--- config.mk ---
export PLATFORM = sky130hd
export DESIGN_NAME = differential_temp_fan_stepper_core_flat
export DESIGN_NICKNAME = d
export VERILOG_FILES = /design/src/hdl/dtfs_pkg.sv /design/src/hdl/dtfs_if.sv /design/src/hdl/differential_temp_fan_stepper_core.sv /design/src/hdl/dtfs_datapath.sv /design/src/flat_wrapper.sv
export SDC_FILE = /design/constraint.sdc
export NUM_CORES = 1
export LEC_CHECK = 0
export BUFFER_PORTS_ARGS = -buffer_cell sky130_fd_sc_hd__buf_2
export CORE_ASPECT_RATIO = 0.6
export CORE_UTILIZATION = 45
export CTS_BUF_LIST = sky130_fd_sc_hd__clkbuf_4 sky130_fd_sc_hd__clkbuf_8
export DETAILED_ROUTE_END_ITERATION = 7
export MAX_ROUTING_LAYER = met4
export PLACE_DENSITY = 0.6
export RECOVER_POWER = 25
export SYNTH_ARGS = -nofsm -noshare
export SYNTH_HDL_FRONTEND = slang
export SYNTH_SLANG_ARGS = --single-unit
--- constraint.sdc ---
create_clock -name clk -period 8.4 [get_ports clk]
set_clock_uncertainty 0.05 [all_clocks]
set_input_delay 0.42 -clock clk [delete_from_list [all_inputs] [get_ports clk]]
set_output_delay 0.42 -clock clk [all_outputs]
set_load 0.1 [all_outputs]
--- src/hdl/dtfs_pkg.sv ---
`default_nettype none
// ----------------------------------------------------------------------------
// dtfs_pkg
// shared constants, codes and types of the differential temperature fan
// stepper: window geometry, reciprocal for the window average, level and
// relay codes, register indexes and the datapath control bundle
// ----------------------------------------------------------------------------
package dtfs_pkg;

    // averaging window, entries per ring (2 to 64)
    localparam int WINDOW = 10;

    localparam int RAW_W    = 16;
    localparam int SAMPLE_W = 15;
    localparam int THRESH_W = 12;
    localparam int LEVEL_W  = 3;
    localparam int CFG_IDX_W  = 4;
    localparam int CFG_DATA_W = 16;

    localparam int WIN_LOG = $clog2(WINDOW);
    localparam int SLOT_W  = (WIN_LOG < 1) ? 1 : WIN_LOG;
    localparam int SUM_W   = SAMPLE_W + WIN_LOG;
    localparam int HOLD_W  = $clog2(WINDOW + 2);

    // floor(sum / WINDOW) == (sum * RECIP) >> RECIP_SHIFT for every sum < 2**SUM_W
    localparam int RECIP_SHIFT = SUM_W + WIN_LOG;
    localparam int RECIP_W     = SUM_W + 2;
    localparam int unsigned RECIP = ((2 ** RECIP_SHIFT) + WINDOW - 1) / WINDOW;
    localparam int PROD_W      = SUM_W + RECIP_W;

    // fan levels
    localparam logic [LEVEL_W-1:0] LVL_OFF  = 3'd0;
    localparam logic [LEVEL_W-1:0] LVL_ONE  = 3'd1;
    localparam logic [LEVEL_W-1:0] LVL_TWO  = 3'd2;
    localparam logic [LEVEL_W-1:0] LVL_THREE = 3'd3;
    localparam logic [LEVEL_W-1:0] LVL_FULL = 3'd4;

    // capacitor relay patterns, bit 0 low cap, bit 1 high cap
    localparam logic [1:0] CAP_NONE = 2'b00;
    localparam logic [1:0] CAP_LOW  = 2'b01;
    localparam logic [1:0] CAP_HIGH = 2'b10;
    localparam logic [1:0] CAP_BOTH = 2'b11;

    // configuration register indexes
    localparam logic [CFG_IDX_W-1:0] CFG_LEVEL1 = 4'd0;
    localparam logic [CFG_IDX_W-1:0] CFG_LEVEL2 = 4'd1;
    localparam logic [CFG_IDX_W-1:0] CFG_LEVEL3 = 4'd2;
    localparam logic [CFG_IDX_W-1:0] CFG_LEVEL4 = 4'd3;

    localparam logic [THRESH_W-1:0] LEVEL1_RST = 12'd16;
    localparam logic [THRESH_W-1:0] LEVEL2_RST = 12'd32;
    localparam logic [THRESH_W-1:0] LEVEL3_RST = 12'd48;
    localparam logic [THRESH_W-1:0] LEVEL4_RST = 12'd64;

    typedef enum logic [2:0] {
        ST_IDLE,
        ST_SUM_A,
        ST_DIV_A,
        ST_SUM_B,
        ST_DIV_B,
        ST_EVAL,
        ST_DONE
    } seq_state_t;

    // sequencer to datapath control
    typedef struct packed {
        logic              wr_en;
        logic [SLOT_W-1:0] wr_slot;
        logic [SLOT_W-1:0] rd_idx;
        logic              acc_clr;
        logic              acc_add;
        logic              sel_b;
        logic              div_a;
        logic              div_b;
    } dp_ctrl_t;

endpackage
`default_nettype wire

--- src/hdl/dtfs_if.sv ---
`default_nettype none
// ----------------------------------------------------------------------------
// dtfs channel interfaces
// valid/ready channels for sample pairs, result items and register writes
// ----------------------------------------------------------------------------

// sample pair channel
interface dtfs_in_if;
    import dtfs_pkg::*;
    logic                      valid;
    logic                      ready;
    logic signed [RAW_W-1:0]   sample_a;
    logic signed [RAW_W-1:0]   sample_b;
    modport source (output valid, output sample_a, output sample_b, input ready);
    modport sink   (input valid, input sample_a, input sample_b, output ready);
endinterface

// result channel
interface dtfs_out_if;
    import dtfs_pkg::*;
    logic                  valid;
    logic                  ready;
    logic [LEVEL_W-1:0]    fan_level;
    logic                  level_changed;
    logic                  compared;
    logic [SAMPLE_W-1:0]   average_difference;
    logic                  relay_low_cap;
    logic                  relay_high_cap;
    logic                  main_relay;
    modport source (output valid, output fan_level, output level_changed,
                    output compared, output average_difference,
                    output relay_low_cap, output relay_high_cap,
                    output main_relay, input ready);
    modport sink   (input valid, input fan_level, input level_changed,
                    input compared, input average_difference,
                    input relay_low_cap, input relay_high_cap,
                    input main_relay, output ready);
endinterface

// register write channel
interface dtfs_cfg_if;
    import dtfs_pkg::*;
    logic                   valid;
    logic                   ready;
    logic [CFG_IDX_W-1:0]   index;
    logic [CFG_DATA_W-1:0]  data;
    modport source (output valid, output index, output data, input ready);
    modport sink   (input valid, input index, input data, output ready);
endinterface
`default_nettype wire

--- src/hdl/differential_temp_fan_stepper_core.sv ---
`default_nettype none
// ----------------------------------------------------------------------------
// differential_temp_fan_stepper_core
// fan level stepper driven by the difference of two windowed temperature
// averages, with hold-off between level changes and relay drive outputs
// ----------------------------------------------------------------------------
// sequence: a pair with the hold-off running goes straight to the done state and is
//   then offered on status from the output register; a pair that triggers a comparison
//   first sums ring a, divides, sums ring b, divides and evaluates: one accumulator add
//   per ring entry, one multiply per ring; no new pair is taken until the status is loaded
// reset: rst_n asynchronous, active low; rings cleared, hold-off at one,
//   level off, relays off, thresholds at 16, 32, 48, 64
module differential_temp_fan_stepper_core (
    input  wire logic clk,
    input  wire logic rst_n,
    dtfs_in_if.sink    sensor,
    dtfs_out_if.source status,
    dtfs_cfg_if.sink   cfg
);
    import dtfs_pkg::*;

    seq_state_t          state_reg;
    seq_state_t          state_next;
    dp_ctrl_t            ctrl;
    logic [SAMPLE_W-1:0] avg_diff;

    logic [THRESH_W-1:0] thr1_reg;
    logic [THRESH_W-1:0] thr2_reg;
    logic [THRESH_W-1:0] thr3_reg;
    logic [THRESH_W-1:0] thr4_reg;

    logic [SLOT_W-1:0]   slot_reg;
    logic [SLOT_W-1:0]   rd_idx_reg;
    logic [HOLD_W-1:0]   hold_reg;
    logic [HOLD_W-1:0]   hold_inc;
    logic [HOLD_W-1:0]   hold_step;
    logic [LEVEL_W-1:0]  level_reg;
    logic [LEVEL_W-1:0]  new_level;
    logic [1:0]          cap_reg;
    logic [1:0]          cap_next;

    logic                cmp_reg;
    logic                chg_reg;
    logic [SAMPLE_W-1:0] diff_reg;

    logic                in_fire;
    logic                rd_last;
    logic                out_load;
    logic                level_diff;

    logic                out_valid_reg;
    logic [LEVEL_W-1:0]  out_level_reg;
    logic                out_chg_reg;
    logic                out_cmp_reg;
    logic [SAMPLE_W-1:0] out_diff_reg;
    logic [1:0]          out_cap_reg;
    logic                out_main_reg;

    assign sensor.ready = (state_reg == ST_IDLE);
    assign in_fire      = sensor.valid && sensor.ready;
    assign rd_last      = (rd_idx_reg == SLOT_W'(WINDOW - 1));
    assign out_load     = (state_reg == ST_DONE) && (!out_valid_reg || status.ready);

    // register writes
    assign cfg.ready = 1'b1;

    always_ff @(posedge clk or negedge rst_n)
    begin
        if (!rst_n)
        begin
            thr1_reg <= LEVEL1_RST;
            thr2_reg <= LEVEL2_RST;
            thr3_reg <= LEVEL3_RST;
            thr4_reg <= LEVEL4_RST;
        end
        else if (cfg.valid)
        begin
            case (cfg.index)
                CFG_LEVEL1: thr1_reg <= cfg.data[THRESH_W-1:0];
                CFG_LEVEL2: thr2_reg <= cfg.data[THRESH_W-1:0];
                CFG_LEVEL3: thr3_reg <= cfg.data[THRESH_W-1:0];
                CFG_LEVEL4: thr4_reg <= cfg.data[THRESH_W-1:0];
                default:    ;
            endcase
        end
    end

    // hold-off advance for an incoming pair
    assign hold_inc  = (hold_reg != '0) ? (hold_reg + HOLD_W'(1)) : '0;
    assign hold_step = (hold_inc > HOLD_W'(WINDOW)) ? '0 : hold_inc;

    // level selection, highest threshold first
    always_comb
    begin
        if (SAMPLE_W'(thr4_reg) < avg_diff)
            new_level = LVL_FULL;
        else if (SAMPLE_W'(thr3_reg) < avg_diff)
            new_level = LVL_THREE;
        else if (SAMPLE_W'(thr2_reg) < avg_diff)
            new_level = LVL_TWO;
        else if (SAMPLE_W'(thr1_reg) < avg_diff)
            new_level = LVL_ONE;
        else
            new_level = LVL_OFF;
    end

    assign level_diff = (new_level != level_reg);

    // relay pattern for the new level, level off keeps the caps
    always_comb
    begin
        case (new_level)
            LVL_ONE:   cap_next = CAP_LOW;
            LVL_TWO:   cap_next = CAP_HIGH;
            LVL_THREE: cap_next = CAP_BOTH;
            LVL_FULL:  cap_next = CAP_NONE;
            default:   cap_next = cap_reg;
        endcase
    end

    // sequencer next state
    always_comb
    begin
        state_next = state_reg;
        case (state_reg)
            ST_IDLE:
            begin
                if (in_fire)
                    state_next = (hold_step == '0) ? ST_SUM_A : ST_DONE;
            end
            ST_SUM_A: if (rd_last) state_next = ST_DIV_A;
            ST_DIV_A: state_next = ST_SUM_B;
            ST_SUM_B: if (rd_last) state_next = ST_DIV_B;
            ST_DIV_B: state_next = ST_EVAL;
            ST_EVAL:  state_next = ST_DONE;
            ST_DONE:  if (out_load) state_next = ST_IDLE;
            default:  state_next = ST_IDLE;
        endcase
    end

    // sequencer outputs to the datapath
    always_comb
    begin
        ctrl         = '0;
        ctrl.wr_slot = slot_reg;
        ctrl.rd_idx  = rd_idx_reg;
        case (state_reg)
            ST_IDLE:
            begin
                ctrl.wr_en   = in_fire;
                ctrl.acc_clr = 1'b1;
            end
            ST_SUM_A: ctrl.acc_add = 1'b1;
            ST_DIV_A:
            begin
                ctrl.div_a   = 1'b1;
                ctrl.acc_clr = 1'b1;
            end
            ST_SUM_B:
            begin
                ctrl.acc_add = 1'b1;
                ctrl.sel_b   = 1'b1;
            end
            ST_DIV_B: ctrl.div_b = 1'b1;
            default:  ;
        endcase
    end

    always_ff @(posedge clk or negedge rst_n)
    begin
        if (!rst_n)
            state_reg <= ST_IDLE;
        else
            state_reg <= state_next;
    end

    // ring read index during the sums
    always_ff @(posedge clk or negedge rst_n)
    begin
        if (!rst_n)
            rd_idx_reg <= '0;
        else if ((state_reg == ST_SUM_A) || (state_reg == ST_SUM_B))
            rd_idx_reg <= rd_last ? '0 : (rd_idx_reg + SLOT_W'(1));
        else
            rd_idx_reg <= '0;
    end

    // write slot, hold-off, level and relay state
    always_ff @(posedge clk or negedge rst_n)
    begin
        if (!rst_n)
        begin
            slot_reg  <= '0;
            hold_reg  <= HOLD_W'(1);
            level_reg <= LVL_OFF;
            cap_reg   <= CAP_NONE;
            cmp_reg   <= 1'b0;
            chg_reg   <= 1'b0;
            diff_reg  <= '0;
        end
        else if (in_fire)
        begin
            slot_reg <= (slot_reg == SLOT_W'(WINDOW - 1)) ? '0 : (slot_reg + SLOT_W'(1));
            hold_reg <= hold_step;
            cmp_reg  <= 1'b0;
            chg_reg  <= 1'b0;
            diff_reg <= '0;
        end
        else if (state_reg == ST_EVAL)
        begin
            cmp_reg  <= 1'b1;
            chg_reg  <= level_diff;
            diff_reg <= avg_diff;
            if (level_diff)
            begin
                level_reg <= new_level;
                hold_reg  <= HOLD_W'(1);
                cap_reg   <= cap_next;
            end
        end
    end

    // output register
    always_ff @(posedge clk or negedge rst_n)
    begin
        if (!rst_n)
            out_valid_reg <= 1'b0;
        else if (out_load)
            out_valid_reg <= 1'b1;
        else if (status.ready)
            out_valid_reg <= 1'b0;
    end

    always_ff @(posedge clk)
    begin
        if (out_load)
        begin
            out_level_reg <= level_reg;
            out_chg_reg   <= chg_reg;
            out_cmp_reg   <= cmp_reg;
            out_diff_reg  <= diff_reg;
            out_cap_reg   <= cap_reg;
            out_main_reg  <= (level_reg != LVL_OFF);
        end
    end

    assign status.valid              = out_valid_reg;
    assign status.fan_level          = out_level_reg;
    assign status.level_changed      = out_chg_reg;
    assign status.compared           = out_cmp_reg;
    assign status.average_difference = out_diff_reg;
    assign status.relay_low_cap      = out_cap_reg[0];
    assign status.relay_high_cap     = out_cap_reg[1];
    assign status.main_relay         = out_main_reg;

    dtfs_datapath u_datapath (
        .clk      (clk),
        .rst_n    (rst_n),
        .ctrl     (ctrl),
        .sample_a (sensor.sample_a),
        .sample_b (sensor.sample_b),
        .avg_diff (avg_diff)
    );

    // hold-off never runs past the window
    a_hold_range: assert property (@(posedge clk) disable iff (!rst_n)
        hold_reg <= HOLD_W'(WINDOW))
        else $error("hold-off counter beyond window");

    // a level change restarts the hold-off
    a_hold_restart: assert property (@(posedge clk) disable iff (!rst_n)
        (state_reg == ST_EVAL) && level_diff |=> (hold_reg == HOLD_W'(1)))
        else $error("hold-off not restarted on level change");

    // comparisons start only from an expired hold-off
    a_sum_entry: assert property (@(posedge clk) disable iff (!rst_n)
        in_fire && (hold_step != '0) |=> (state_reg == ST_DONE))
        else $error("comparison started with hold-off running");

    // main relay follows the level in every transaction
    a_main_relay: assert property (@(posedge clk) disable iff (!rst_n)
        status.valid |-> (status.main_relay == (status.fan_level != LVL_OFF)))
        else $error("main relay disagrees with level");

    // no change and no difference without a comparison
    a_no_compare: assert property (@(posedge clk) disable iff (!rst_n)
        status.valid && !status.compared |->
            !status.level_changed && (status.average_difference == '0))
        else $error("result fields set without comparison");

endmodule
`default_nettype wire

--- src/hdl/dtfs_datapath.sv ---
`default_nettype none
// ----------------------------------------------------------------------------
// dtfs_datapath
// sample rings, shared accumulator adder and shared reciprocal multiplier
// that turn each ring sum into its truncated average, plus the absolute
// difference of the two averages
// ----------------------------------------------------------------------------
module dtfs_datapath (
    input  wire logic                              clk,
    input  wire logic                              rst_n,
    input  wire dtfs_pkg::dp_ctrl_t                ctrl,
    input  wire logic signed [dtfs_pkg::RAW_W-1:0] sample_a,
    input  wire logic signed [dtfs_pkg::RAW_W-1:0] sample_b,
    output logic [dtfs_pkg::SAMPLE_W-1:0]          avg_diff
);
    import dtfs_pkg::*;

    logic [SAMPLE_W-1:0] ring_a_reg [WINDOW];
    logic [SAMPLE_W-1:0] ring_b_reg [WINDOW];
    logic [SAMPLE_W-1:0] clamp_a;
    logic [SAMPLE_W-1:0] clamp_b;
    logic [SAMPLE_W-1:0] operand;
    logic [SUM_W-1:0]    acc_reg;
    logic [SUM_W-1:0]    acc_next;
    logic [PROD_W-1:0]   product;
    logic [SAMPLE_W-1:0] avg_a_reg;
    logic [SAMPLE_W-1:0] avg_b_reg;

    // negative readings clamp to zero
    assign clamp_a = sample_a[RAW_W-1] ? '0 : sample_a[SAMPLE_W-1:0];
    assign clamp_b = sample_b[RAW_W-1] ? '0 : sample_b[SAMPLE_W-1:0];

    // ring storage
    always_ff @(posedge clk or negedge rst_n)
    begin
        if (!rst_n)
        begin
            for (int i = 0; i < WINDOW; i++)
            begin
                ring_a_reg[i] <= '0;
                ring_b_reg[i] <= '0;
            end
        end
        else if (ctrl.wr_en)
        begin
            ring_a_reg[ctrl.wr_slot] <= clamp_a;
            ring_b_reg[ctrl.wr_slot] <= clamp_b;
        end
    end

    // shared accumulator, one ring entry per cycle
    assign operand = ctrl.sel_b ? ring_b_reg[ctrl.rd_idx] : ring_a_reg[ctrl.rd_idx];

    always_comb
    begin
        acc_next = acc_reg;
        if (ctrl.acc_clr)
            acc_next = '0;
        else if (ctrl.acc_add)
            acc_next = acc_reg + SUM_W'(operand);
    end

    always_ff @(posedge clk or negedge rst_n)
    begin
        if (!rst_n)
            acc_reg <= '0;
        else
            acc_reg <= acc_next;
    end

    // shared reciprocal multiply, divides the sum by the window
    assign product = PROD_W'(acc_reg) * PROD_W'(RECIP_W'(RECIP));

    always_ff @(posedge clk)
    begin
        if (ctrl.div_a)
            avg_a_reg <= product[RECIP_SHIFT +: SAMPLE_W];
        if (ctrl.div_b)
            avg_b_reg <= product[RECIP_SHIFT +: SAMPLE_W];
    end

    // absolute difference of the averages
    assign avg_diff = (avg_a_reg >= avg_b_reg) ? (avg_a_reg - avg_b_reg)
                                               : (avg_b_reg - avg_a_reg);

endmodule
`default_nettype wire

--- src/flat_wrapper.sv ---
// flat-port wrapper written by rule: the top's interface ports become plain ports
module differential_temp_fan_stepper_core_flat import dtfs_pkg::*;
  (clk, rst_n, sensor_valid, sensor_sample_a, sensor_sample_b, sensor_ready, status_valid, status_fan_level, status_level_changed, status_compared, status_average_difference, status_relay_low_cap, status_relay_high_cap, status_main_relay, status_ready, cfg_valid, cfg_index, cfg_data, cfg_ready);
  dtfs_in_if sensor_i ();
  dtfs_out_if status_i ();
  dtfs_cfg_if cfg_i ();
  input  wire logic clk;
  input  wire logic rst_n;
  input wire logic [$bits(sensor_i.valid)-1:0] sensor_valid;
  input wire logic [$bits(sensor_i.sample_a)-1:0] sensor_sample_a;
  input wire logic [$bits(sensor_i.sample_b)-1:0] sensor_sample_b;
  output wire logic [$bits(sensor_i.ready)-1:0] sensor_ready;
  output wire logic [$bits(status_i.valid)-1:0] status_valid;
  output wire logic [$bits(status_i.fan_level)-1:0] status_fan_level;
  output wire logic [$bits(status_i.level_changed)-1:0] status_level_changed;
  output wire logic [$bits(status_i.compared)-1:0] status_compared;
  output wire logic [$bits(status_i.average_difference)-1:0] status_average_difference;
  output wire logic [$bits(status_i.relay_low_cap)-1:0] status_relay_low_cap;
  output wire logic [$bits(status_i.relay_high_cap)-1:0] status_relay_high_cap;
  output wire logic [$bits(status_i.main_relay)-1:0] status_main_relay;
  input wire logic [$bits(status_i.ready)-1:0] status_ready;
  input wire logic [$bits(cfg_i.valid)-1:0] cfg_valid;
  input wire logic [$bits(cfg_i.index)-1:0] cfg_index;
  input wire logic [$bits(cfg_i.data)-1:0] cfg_data;
  output wire logic [$bits(cfg_i.ready)-1:0] cfg_ready;
  assign sensor_i.valid = sensor_valid;
  assign sensor_i.sample_a = sensor_sample_a;
  assign sensor_i.sample_b = sensor_sample_b;
  assign sensor_ready = sensor_i.ready;
  assign status_valid = status_i.valid;
  assign status_fan_level = status_i.fan_level;
  assign status_level_changed = status_i.level_changed;
  assign status_compared = status_i.compared;
  assign status_average_difference = status_i.average_difference;
  assign status_relay_low_cap = status_i.relay_low_cap;
  assign status_relay_high_cap = status_i.relay_high_cap;
  assign status_main_relay = status_i.main_relay;
  assign status_i.ready = status_ready;
  assign cfg_i.valid = cfg_valid;
  assign cfg_i.index = cfg_index;
  assign cfg_i.data = cfg_data;
  assign cfg_ready = cfg_i.ready;
  differential_temp_fan_stepper_core u_core (.clk(clk), .rst_n(rst_n), .sensor(sensor_i), .status(status_i), .cfg(cfg_i));
endmodule
==> flow_metrics.tcl <==
set metrics [dict create \
    status "finished with violations" \
    violations "max-capacitance violations, max-slew violations" \
    drtAntennaViolNets 0 \
    grt_max_degree 163 \
    die_y_um 192.3 \
    slowest_delay_ps 610 \
    tightest_slew_ps 4021 \
    grt_pass1_vias 18950 \
    ir_drop_v 0.0003099 \
    final.min_clock_period_ps 7352 \
    min_to "u_core.thr1_reg[11]" \
    cp.arrival_ps 7680 \
    ys.flop_type "dfrtp_1" \
    power.density_mw_per_mm2 372.8 \
    post_cts_buffers 0 \
    io-pin-count 83 \
    synth_edf_count 53 \
    r2r_end "u_core.u_datapath.avg_b_reg[14]" \
    syn-cell-area_mm2 0.02716 \
    path_class "reg2reg" \
    path_cells "inv_1 -> ha_1 -> fa_1 -> inv_1 -> fa_1 -> fa_1 -> fa_1 -> inv_1 -> fa_1 -> inv_1 -> ha_1 -> a2111oi_0 -> o2111ai_1 -> a31o_2 -> a31oi_1 -> o21ai_1 -> a211oi_1 -> o31ai_1 -> a21oi_1 -> xnor2_1" \
    syn_to_final_growth_pct 9.988 \
    hold_depth 2 \
    synth_area_leaders "dfrtp_1 (37%), ha_1 (10%), fa_1 (7.5%)" \
    crit_fanout 6 \
    floorplan.initialDensity 0.4573 \
    clock_latency_ps 650 \
    wirelength_mm 68.34 \
    relSlewSlack -1.681 \
    dieArea_mm2 0.06137 \
    dr.pass1.iters 7 \
    portBuffers 77 \
    cpLargestDelayFamily "adder cells" \
    yosysUniqueCellTypes 76 \
    async_reset_ff_frac 0.8843 \
    regToRegSetupSlack_ps 1050 \
    fin_util 0.5029 \
    cp_slowest_cell "a2111oi_0" \
    cp-end-kind "flop" \
    h-tree-depth 3 \
    cts_tree "yes" \
    nNetsFinal 2988 \
    ctsResizeCount 0 \
    dr_total_vias 18930 \
    tns_ps 0 \
    postSynthCellCount 2566 \
    path_clk_slew_ps 70 \
    regArea_mm2 0.01174 \
    ys_seq_area_frac 0.4320 \
    startpoint_type "flop" \
    drive_above_1_share 0.1474 \
    synth_area_leader_cell "dfrtp_1" \
    multi_input_area_mm2 0.01384 \
    cts_buffers 75 \
    synth_top_cells_by_count "dfrtp_1 (399), nand2_1 (394), o21ai_0 (387)" \
    hold_violations 0 \
    r2r_cells 20 \
    cp_num_buf_inv 4 \
    routabilityCongestion 0.9222 \
    rsz0062_at_grt "no" \
    fmax_mhz 136.0 \
    viasPerCell 5.490 \
    min_period_over_period 0.8752 \
    drv_cap 3 \
    wl_per_cell_um 19.81 \
    syn_nets 2947 \
    yosysTopAreaCellShare 0.3676 \
    die_x_um 319.2 \
    worstPathRequired_ps 8730 \
    ys_seq_elements 458 \
    dp_hpwl_mm 48.76 \
    leakage_nw 14.05 \
    grt-ovfl-total 0 \
    cp_common_cell "fa_1" \
    first_iter_violations 1511 \
    grt_pass1_wl_mm 108.8 \
    track_usage 0.2364 \
    route.detailed.drc 0 \
    setup_viol 0 \
    r2r-start "u_core.u_datapath.acc_reg[8]" \
    clock_sinks 458 \
    antenna_found_initial 2 \
    min_from "cfg_data[11]" \
    cts_root_buf "clkbuf_8" \
    avgSynthCellArea_um2 10.58 \
    slew_viol_final 189 \
    clockBufferDepth 3 \
    nFillCells 5320 \
    rows 69 \
    min_path_type "in2reg" \
    core_mm2 0.05940 \
    yosysWarnings 0 \
    synth_most_common_cell "dfrtp_1" \
]
layout by cell type (no fill, tap or decap), drive strengths merged, types with 26 or more instances in the layout:
master,count
a21o,30
a21oi,62
buf,74
clkbuf,146
dfrtp,399
edfxtp,53
fa,102
ha,222
inv,279
mux2,50
mux4,90
nand2,394
nand2b,35
nand3,26
nor2,51
o21ai,391
xnor2,38
worst max-delay path by stage:
stage	from	end	cells past startpoint
2_1_floorplan	u_core.u_datapath.acc_reg[8]	u_core.u_datapath.avg_a_reg[14]	20
3_3_place_gp	u_core.u_datapath.acc_reg[8]	u_core.u_datapath.avg_a_reg[14]	20
3_5_place_dp	u_core.u_datapath.acc_reg[8]	u_core.u_datapath.avg_a_reg[14]	20
4_1_cts	u_core.u_datapath.acc_reg[8]	u_core.u_datapath.avg_a_reg[14]	20
5_1_grt	u_core.u_datapath.acc_reg[8]	u_core.u_datapath.avg_b_reg[14]	20
6_report	u_core.u_datapath.acc_reg[8]	u_core.u_datapath.avg_b_reg[14]	20
cells by family after synthesis:
group	synth area share
flops	0.4320
xor+xnor	0.01645
mux	0.1007
simple gates	0.09596
other cells	0.0001381
compound gates	0.1177
buf+inv	0.05961
fa+ha+maj	0.1775
where the power goes:
group | switching, mW | internal [mW] | total (mW)
logic | 3.54 | 2.21 | 5.75
registers | 0.405 | 2.83 | 3.23
clock network | 0.937 | 1.22 | 2.16
repair_timing:
action | 4_1_cts | 5_1_grt
hold buffers | 8 | 0
endpoints found under the hold margin | 125 | 0
endpoints found under the setup margin | 0 | 0
final cells by class:
| type | count | share of cell area |
|---|---|---|
| multi-input cells | 1687 | 0.4633 |
| repair buffers | 109 | 0.02061 |
| clock buffers | 119 | 0.04959 |
| well taps | 781 | 0.03271 |
| clock inverters | 18 | 0.006073 |
| flip-flops and latches | 458 | 0.3930 |
| inverters | 276 | 0.03468 |
| diodes | 1 | 0.00008377 |
metal layers:
| metal | part of all wire | wire length, um | track usage | vias to the layer above |
|---|---|---|---|---|
| met2 | 0.39 | 26950 | 0.3064 | 560 |
| met4 | 0.017 | 1166 | 0.05362 | 0 |
| met1 | 0.51 | 35080 | 0.3689 | 9467 |
| met3 | 0.075 | 5143 | 0.05184 | 86 |
| met5 | 0 | 0 | - | - |
| li1 | - | - | - | 8821 |
per-stage QoR:
stage	instance area (um2)	power [mW]	hold slack, ps	worst slack [ps]	std cells
floorplan	27160	7.172	74.41	2201	2566
global placement	28200	8.769	383.7	1318	3303
detailed placement	28200	8.934	387.1	1245	3303
CTS	29940	11.18	13.03	1180	3448
global route	29870	12.04	39.45	729.1	3449
finish	29870	11.14	70.73	1048	3449
Note: power is estimated with default switching activity, not from simulation.
